File: config.mk
export PLATFORM = sky130hd
export DESIGN_NAME = two_zone_people_counter
export DESIGN_NICKNAME = d
export VERILOG_FILES = /design/src/sv/tzpc_pkg.sv /design/src/sv/tzpc_in_stage.sv /design/src/sv/tzpc_tracker.sv /design/src/sv/two_zone_people_counter.sv
export SDC_FILE = /design/constraint.sdc
export NUM_CORES = 1
export LEC_CHECK = 0
export ABC_AREA = 1
export BUFFER_PORTS_ARGS = -buffer_cell sky130_fd_sc_hd__buf_2
export CORE_MARGIN = 2
export CORE_UTILIZATION = 53
export DETAILED_ROUTE_END_ITERATION = 10
export GPL_ROUTABILITY_DRIVEN = 0
export PLACE_DENSITY = 0.82
export SLEW_MARGIN = 15
export SYNTH_ARGS = -nofsm -noshare
export SYNTH_HDL_FRONTEND = slang
export SYNTH_HIERARCHICAL = 1
export SYNTH_SLANG_ARGS = --single-unit
export TNS_END_PERCENT = 1
File: constraint.sdc
create_clock -name clk -period 2.15 [get_ports clk]
set_input_delay 0.215 -clock clk [delete_from_list [all_inputs] [get_ports clk]]
set_output_delay 0.215 -clock clk [all_outputs]
set_load 0.05 [all_outputs]
File: src/sv/tzpc_pkg.sv
// Package: payload words, constants and event codes of the two-zone people counter.
`timescale 1ns / 1ps
`default_nettype none
package tzpc_pkg;

  localparam logic [15:0] THRESHOLD_RESET = 16'd1780;
  localparam logic [14:0] COUNT_MAX       = 15'h7fff;
  localparam int          PATH_DEPTH      = 4;
  localparam int          FILL_W          = 3;

  localparam logic [FILL_W-1:0] FILL_START = FILL_W'(1);
  localparam logic [FILL_W-1:0] FILL_FULL  = FILL_W'(PATH_DEPTH);

  // occupancy patterns: bit 0 left, bit 1 right
  localparam logic [1:0] PAT_NONE  = 2'd0;
  localparam logic [1:0] PAT_LEFT  = 2'd1;
  localparam logic [1:0] PAT_RIGHT = 2'd2;
  localparam logic [1:0] PAT_BOTH  = 2'd3;

  localparam logic [1:0] EV_NONE  = 2'd0;
  localparam logic [1:0] EV_ENTRY = 2'd1;
  localparam logic [1:0] EV_EXIT  = 2'd2;

  typedef struct packed {
    logic [15:0] distance_mm;
    logic        zone_sel;
  } in_word_t;

  typedef struct packed {
    logic [14:0] people_total;
    logic [1:0]  passing_event;
    logic        underflow_error;
  } out_word_t;

  // input stage to tracker
  typedef struct packed {
    logic     valid;
    in_word_t word;
  } stage_t;

endpackage
`default_nettype wire

File: src/sv/tzpc_in_stage.sv
// Input register stage with valid/stall handshake.
`timescale 1ns / 1ps
`default_nettype none
module tzpc_in_stage
  import tzpc_pkg::*;
(
  input  wire logic     clk,
  input  wire logic     rst_n,
  input  wire logic     in_valid,
  output logic          in_stall,
  input  wire in_word_t in_data,
  input  wire logic     advance,
  output stage_t        stage
);

  logic     valid_r, valid_nxt;
  in_word_t word_r;

  assign in_stall  = valid_r && !advance;
  assign valid_nxt = in_stall ? valid_r : in_valid;

  always_ff @(posedge clk) begin
    if (!rst_n) begin
      valid_r <= 1'b0;
    end else begin
      valid_r <= valid_nxt;
    end
  end

  always_ff @(posedge clk) begin
    if (!in_stall && in_valid) begin
      word_r <= in_data;
    end
  end

  assign stage.valid = valid_r;
  assign stage.word  = word_r;

endmodule
`default_nettype wire

File: src/sv/tzpc_tracker.sv
// Zone occupancy, path history and people count; result of the current word.
`timescale 1ns / 1ps
`default_nettype none
module tzpc_tracker
  import tzpc_pkg::*;
(
  input  wire logic        clk,
  input  wire logic        rst_n,
  input  wire logic        step,
  input  wire in_word_t    word,
  input  wire logic [15:0] threshold,
  output out_word_t        result
);

  logic              left_r, left_nxt;
  logic              right_r, right_nxt;
  logic [1:0]        hist_r [1:3];
  logic [1:0]        hist_nxt [1:3];
  logic [FILL_W-1:0] fill_r, fill_nxt;
  logic [14:0]       count_r, count_nxt;
  logic              err_r, err_nxt;

  logic              now_occ;
  logic              change;
  logic [1:0]        pattern;
  logic [FILL_W-1:0] fill_inc;
  logic [1:0]        passing;

  always_comb begin
    now_occ  = word.distance_mm < threshold;
    change   = word.zone_sel ? (now_occ != right_r) : (now_occ != left_r);
    left_nxt  = (!word.zone_sel && change) ? now_occ : left_r;
    right_nxt = (word.zone_sel && change) ? now_occ : right_r;
    pattern  = {right_nxt, left_nxt};
    fill_inc = (fill_r < FILL_FULL) ? fill_r + FILL_W'(1) : fill_r;

    hist_nxt  = hist_r;
    fill_nxt  = fill_r;
    count_nxt = count_r;
    err_nxt   = err_r;
    passing   = EV_NONE;

    if (change) begin
      if (pattern == PAT_NONE) begin
        // both zones clear: check for a complete crossing
        if (fill_inc == FILL_FULL) begin
          if (hist_r[1] == PAT_LEFT && hist_r[2] == PAT_BOTH && hist_r[3] == PAT_RIGHT) begin
            passing = EV_ENTRY;
            if (count_r != COUNT_MAX) count_nxt = count_r + 15'd1;
          end else if (hist_r[1] == PAT_RIGHT && hist_r[2] == PAT_BOTH &&
                       hist_r[3] == PAT_LEFT) begin
            passing = EV_EXIT;
            if (count_r == 15'd0) err_nxt = 1'b1;
            else                  count_nxt = count_r - 15'd1;
          end
        end
        fill_nxt = FILL_START;
      end else begin
        fill_nxt = fill_inc;
        // slot fill_inc-1; a full path keeps overwriting the last slot
        case (fill_inc)
          FILL_W'(2): hist_nxt[1] = pattern;
          FILL_W'(3): hist_nxt[2] = pattern;
          default:    hist_nxt[3] = pattern;
        endcase
      end
    end

    result.people_total    = count_nxt;
    result.passing_event   = passing;
    result.underflow_error = err_nxt;
  end

  always_ff @(posedge clk) begin
    if (!rst_n) begin
      left_r    <= 1'b0;
      right_r   <= 1'b0;
      hist_r[1] <= PAT_NONE;
      hist_r[2] <= PAT_NONE;
      hist_r[3] <= PAT_NONE;
      fill_r    <= FILL_START;
      count_r   <= 15'd0;
      err_r     <= 1'b0;
    end else if (step) begin
      left_r    <= left_nxt;
      right_r   <= right_nxt;
      hist_r    <= hist_nxt;
      fill_r    <= fill_nxt;
      count_r   <= count_nxt;
      err_r     <= err_nxt;
    end
  end

endmodule
`default_nettype wire

File: src/sv/two_zone_people_counter.sv
// Top level of the two-zone people counter: config register, stages, result register.
//
//   channel  direction  handshake          word
//   in_      input      in_valid/in_stall   in_word_t  (distance_mm, zone_sel)
//   out_     output     out_valid/out_stall out_word_t (people_total, passing_event,
//                                                      underflow_error)
//   cfg_     input      cfg_valid/cfg_ready occupied_threshold, 16 bit
//
// One word per cycle while the output is not stalled; the edge that accepts a word
// loads the input register, and the result register loads from it when the output
// can advance, so out_valid rises as the result register loads. Tracker state updates
// in the same cycle as the result register loads, so the next word sees it directly.
// Synchronous active-low reset clears all control and tracker state and loads
// the threshold with 1780. A stalled output freezes both stages; in_stall rises
// only while the input register holds a word that cannot move on.
`timescale 1ns / 1ps
`default_nettype none
module two_zone_people_counter
  import tzpc_pkg::*;
(
  input  wire logic        clk,
  input  wire logic        rst_n,
  input  wire logic        in_valid,
  output logic             in_stall,
  input  wire in_word_t    in_data,
  output logic             out_valid,
  input  wire logic        out_stall,
  output out_word_t        out_data,
  input  wire logic        cfg_valid,
  output logic             cfg_ready,
  input  wire logic [15:0] cfg_data
);

  logic        cfg_we;
  logic [15:0] threshold_r;
  logic        out_valid_r, out_valid_nxt;
  out_word_t   out_data_r;
  out_word_t   result;
  stage_t      stage;
  logic        advance;
  logic        step;

  assign cfg_ready = 1'b1;
  assign cfg_we    = cfg_valid && cfg_ready;

  always_ff @(posedge clk) begin
    if (!rst_n) begin
      threshold_r <= THRESHOLD_RESET;
    end else if (cfg_we) begin
      threshold_r <= cfg_data;
    end
  end

  assign advance = !out_valid_r || !out_stall;
  assign step    = stage.valid && advance;

  tzpc_in_stage u_in_stage (
    .clk      (clk),
    .rst_n    (rst_n),
    .in_valid (in_valid),
    .in_stall (in_stall),
    .in_data  (in_data),
    .advance  (advance),
    .stage    (stage)
  );

  tzpc_tracker u_tracker (
    .clk       (clk),
    .rst_n     (rst_n),
    .step      (step),
    .word      (stage.word),
    .threshold (threshold_r),
    .result    (result)
  );

  assign out_valid_nxt = advance ? stage.valid : out_valid_r;

  always_ff @(posedge clk) begin
    if (!rst_n) begin
      out_valid_r <= 1'b0;
    end else begin
      out_valid_r <= out_valid_nxt;
    end
  end

  always_ff @(posedge clk) begin
    if (step) begin
      out_data_r <= result;
    end
  end

  assign out_valid = out_valid_r;
  assign out_data  = out_data_r;

`ifndef NO_ASSERTIONS
  // the input register only holds back while it has a word
  a_stall_has_word: assert property (@(posedge clk) disable iff (!rst_n)
    in_stall |-> (stage.valid && out_valid_r && out_stall))
    else $error("in_stall without a blocked word");

  // error flag is sticky across delivered results
  a_error_sticky: assert property (@(posedge clk) disable iff (!rst_n)
    (out_valid_r && out_data_r.underflow_error) |=>
      (!out_valid_r || out_data_r.underflow_error))
    else $error("underflow flag cleared");

  // an entry always leaves a nonzero count
  a_entry_count: assert property (@(posedge clk) disable iff (!rst_n)
    (out_valid_r && out_data_r.passing_event == EV_ENTRY) |->
      (out_data_r.people_total != 15'd0))
    else $error("entry with zero count");
`endif

endmodule
`default_nettype wire

==> impl_metrics.env <==
export IMPL_grt_pass1_vias=4310
export IMPL_yosysMostFrequentCell="nand2_1"
export IMPL_comb_power_share_pct=21.9
export IMPL_dp_hpwl_mm=7.86
export IMPL_final_area_sq_um=5720
export IMPL_finalHoldViolCount=0
export IMPL_antenna_left=0
export IMPL_pin_count=59
export IMPL_ys_warn_count=6
export IMPL_worst_pin_slew_ns=0.650
export IMPL_failed_checks="negative setup slack"
export IMPL_num_fill_cells=695
export IMPL_vias=4520
export IMPL_finalSetupTns_ns=-4.27
export IMPL_placed_area_sq_um=5210
export IMPL_worstSetupEndpointType="register"
export IMPL_row_count=34
export IMPL_drcViolationCount=0
export IMPL_clkPwrFrac_pct=31.3
export IMPL_cts_root_buf="clkbuf_8"
export IMPL_ir_drop_uv=334
export IMPL_power_switching_mw=1.12
export IMPL_slew_violations=0
export IMPL_drt_initial_drc_count=474
export IMPL_criticalPathCategory="register to register"
export IMPL_cp_data_arrival_time_ns=2.46
export IMPL_grt_antenna_before_repair=0
export IMPL_drive_gt1_share_pct=25.3
export IMPL_clk_latency_ns=0.35
export IMPL_worstPathMaxFanout=7
export IMPL_synth_top_area_share_pct=22.5
export IMPL_hold_class="input port to register"
export IMPL_grt_pass1_wl_mm=18.8
export IMPL_required_ns=2.25
export IMPL_grt_usage_pct=23.6
export IMPL_ys_flop_type="dfxtp_1"
export IMPL_numCtsBuffers=9
export IMPL_path_clk_slew_ns=0.09
export IMPL_synthesis_area_sq_um=4670
export IMPL_busiest_layer="met2"
export IMPL_synthTopCellsByArea="edfxtp_1, dfxtp_1, nand2_1"
export IMPL_cts_tree="yes"
export IMPL_fmax_mhz=424
export IMPL_synthDistinctLibCells=40
export IMPL_grt_use_met1_pct=30.2
export IMPL_rsz0062_at_grt="yes"
export IMPL_synth_net_count=700
export IMPL_synth_seq_cells=80
export IMPL_drtPass1Iterations=8
export IMPL_p_per_area_nw_per_um2=653
export IMPL_synthArstFlopShare_pct=0
export IMPL_die_h_um=97.8
export IMPL_wl_mm=11.6
export IMPL_grt_use_met3_pct=4.01
export IMPL_pwr_share_seq_pct=46.8
export IMPL_syn_instance_count=644
export IMPL_swShare_pct=29.9
export IMPL_die_area_sq_um=9570
export IMPL_grt_max_degree=28
export IMPL_initial_utilization_pct=54.0
export IMPL_wl_per_cell_um=13.8
export IMPL_period_share_pct=110
export IMPL_avgViaCountPerCell=5.36
export IMPL_fin_crit_ns=2.36
export IMPL_ys_seq_area_share_pct=41.8
export IMPL_synth_area_per_cell_sq_um=7.24
export IMPL_setup_viol_count_final=41
export IMPL_grt_overflow=0
export IMPL_numPortBuffers=57
export IMPL_start_kind="register"
export IMPL_area_growth_pct=22.6
export IMPL_relSlewSlack_pct=56.4
export IMPL_setup_ws_ns=-0.206
export IMPL_cts_buffer_depth=2
export IMPL_maxCapViolations=0
export IMPL_leakage_nw=2.81
export IMPL_power_mw=3.73
export IMPL_grt_util_met2_pct=39.6
export IMPL_fin_nets=787
export IMPL_diodes=0
export IMPL_h_tree_depth=3
export IMPL_die_w_um=97.8
export IMPL_core_area_sq_um=8640
export IMPL_cts_num_sinks=80
export IMPL_intPower_mw=2.62
export IMPL_synth_largest_area_cell="edfxtp_1"
export IMPL_outcome="finished with violations"
export IMPL_fin_skew_ns=0.0146
export IMPL_synth_edf_count=35
export IMPL_netlist_top_cells_count="nand2_1, inv_1, nor2_1"
[cell usage in the layout, fill, tap and decap left out, types with 3 or more instances in the layout]
| cell type | synthesis | routed |
|---|---|---|
| dfxtp_1 | 45 | 41 |
| clkbuf_8 | 1 | 10 |
| edfxtp_1 | 35 | 35 |
| nand2_1 | 196 | 182 |
| buf_4 | 7 | 38 |
| ha_4 | 0 | 3 |
| a21oi_2 | 2 | 4 |
| buf_2 | 4 | 57 |
| nor2_1 | 61 | 55 |
| ha_1 | 18 | 15 |
| inv_1 | 89 | 86 |
| nand3_2 | 3 | 6 |
| buf_6 | 4 | 3 |
| nand4_1 | 9 | 9 |
| o21ai_1 | 6 | 5 |
| nor3_2 | 3 | 4 |
| nand2_2 | 12 | 19 |
| o21ai_2 | 0 | 3 |
| dfxtp_2 | 0 | 4 |
| xor2_1 | 7 | 7 |
| nor2_2 | 0 | 3 |
| a21oi_1 | 34 | 30 |
| o21ai_0 | 27 | 25 |
| nor3_1 | 6 | 5 |
| nand3_1 | 50 | 45 |
| inv_2 | 2 | 5 |
| nor2_4 | 1 | 5 |
| nand2_4 | 0 | 6 |
[power by group through the flow]
stage               logic, mW  clock network [mW]  registers [mW]
floorplan               0.440                   0            1.82
global placement        0.676                   0            1.77
detailed placement      0.699                   0            1.78
CTS                     0.755                1.20            1.74
global route            0.899                1.25            1.76
finish                  0.816                1.17            1.75
[worst paths after layout]
kind	from	to	slack (ns)	cells past startpoint
worst max-delay path	u_in_stage/stage[16]	out_data[15]	-0.21	14
worst min-delay path	in_data[2]	u_in_stage/stage[2]	0.03	1
worst min register to register	threshold_r[4]	threshold_r[4]	0.46	2
worst max register to register	u_in_stage/stage[16]	out_data[15]	-0.21	14
[metrics by stage]
| stage | utilization [%] | hold WS [ns] | instances | worst slack, ns |
|---|---|---|---|---|
| global route | 66.2 | 0.0209 | 844 | -0.302 |
| floorplan | - | 0.314 | 644 | -0.0681 |
| finish | 66.2 | 0.0328 | 844 | -0.206 |
| detailed placement | 60.4 | 0.394 | 824 | -0.179 |
| CTS | 64.4 | 0.0244 | 843 | -0.0730 |
| global placement | 60.4 | 0.392 | 824 | -0.0727 |
[flip-flops by register name (all words and copies together) (netlist names)]
register / cells
out_data: 18
u_in_stage/stage: 17
threshold_r: 16
u_tracker/count_r: 15
u_tracker/hist_r: 6
u_tracker/fill_r: 3
out_valid: 1
u_in_stage/valid_r: 1
u_tracker/err_r: 1
u_tracker/left_r: 1
u_tracker/right_r: 1
[layer usage]
metal  up-vias  share of wire [%]  routed length (um)
met5         -                  0                   0
met4         0                3.2                 374
met3        44                7.2                 839
met2       201                 48                5610
met1      2052                 41                4820
li1       2223                  -                   -
[layout make-up]
| class | count | area [sq um] | area share [%] |
|---|---|---|---|
| clock buffers | 12 | 166 | 2.91 |
| clock inverters | 4 | 51.3 | 0.897 |
| inverters | 92 | 345 | 6.04 |
| multi-input cells | 450 | 2460 | 43.0 |
| flip-flops and latches | 80 | 1960 | 34.2 |
| well taps | 108 | 135 | 2.36 |
| repair buffers | 98 | 604 | 10.6 |
[repair_timing]
item	CTS	global route
endpoints found under the hold margin	0	0
hold buffers	0	0
resized for setup	30	36
setup endpoints to repair	43	44
gates cloned	2	0
pin swaps	16	15
setup buffers	1	1
[critical path: stages (launching register included)]
cell	delay, ns
edfxtp_1	0.42
ha_4	0.29
nand2_2	0.06
inv_2	0.05
nand3_2	0.09
nor3_2	0.21
nand2_2	0.13
nand2_4	0.13
nand2_4	0.07
nand2_4	0.10
nand2_8	0.09
nor2_4	0.21
nand2_1	0.12
o21ai_2	0.08
inv_1	0.05
[kinds of logic (layout without fill, tap and decap cells)]
family	Yosys count	in the layout	synth area share (%)
xor+xnor	7	7	1.31
fa+ha+maj	18	18	4.83
mux	2	2	0.456
compound gates	75	75	8.50
flops	80	80	41.8
simple gates	346	347	31.9
other cells	1	1	0.0804
buf+inv	115	206	11.0
(Power assumes the default switching activity.)
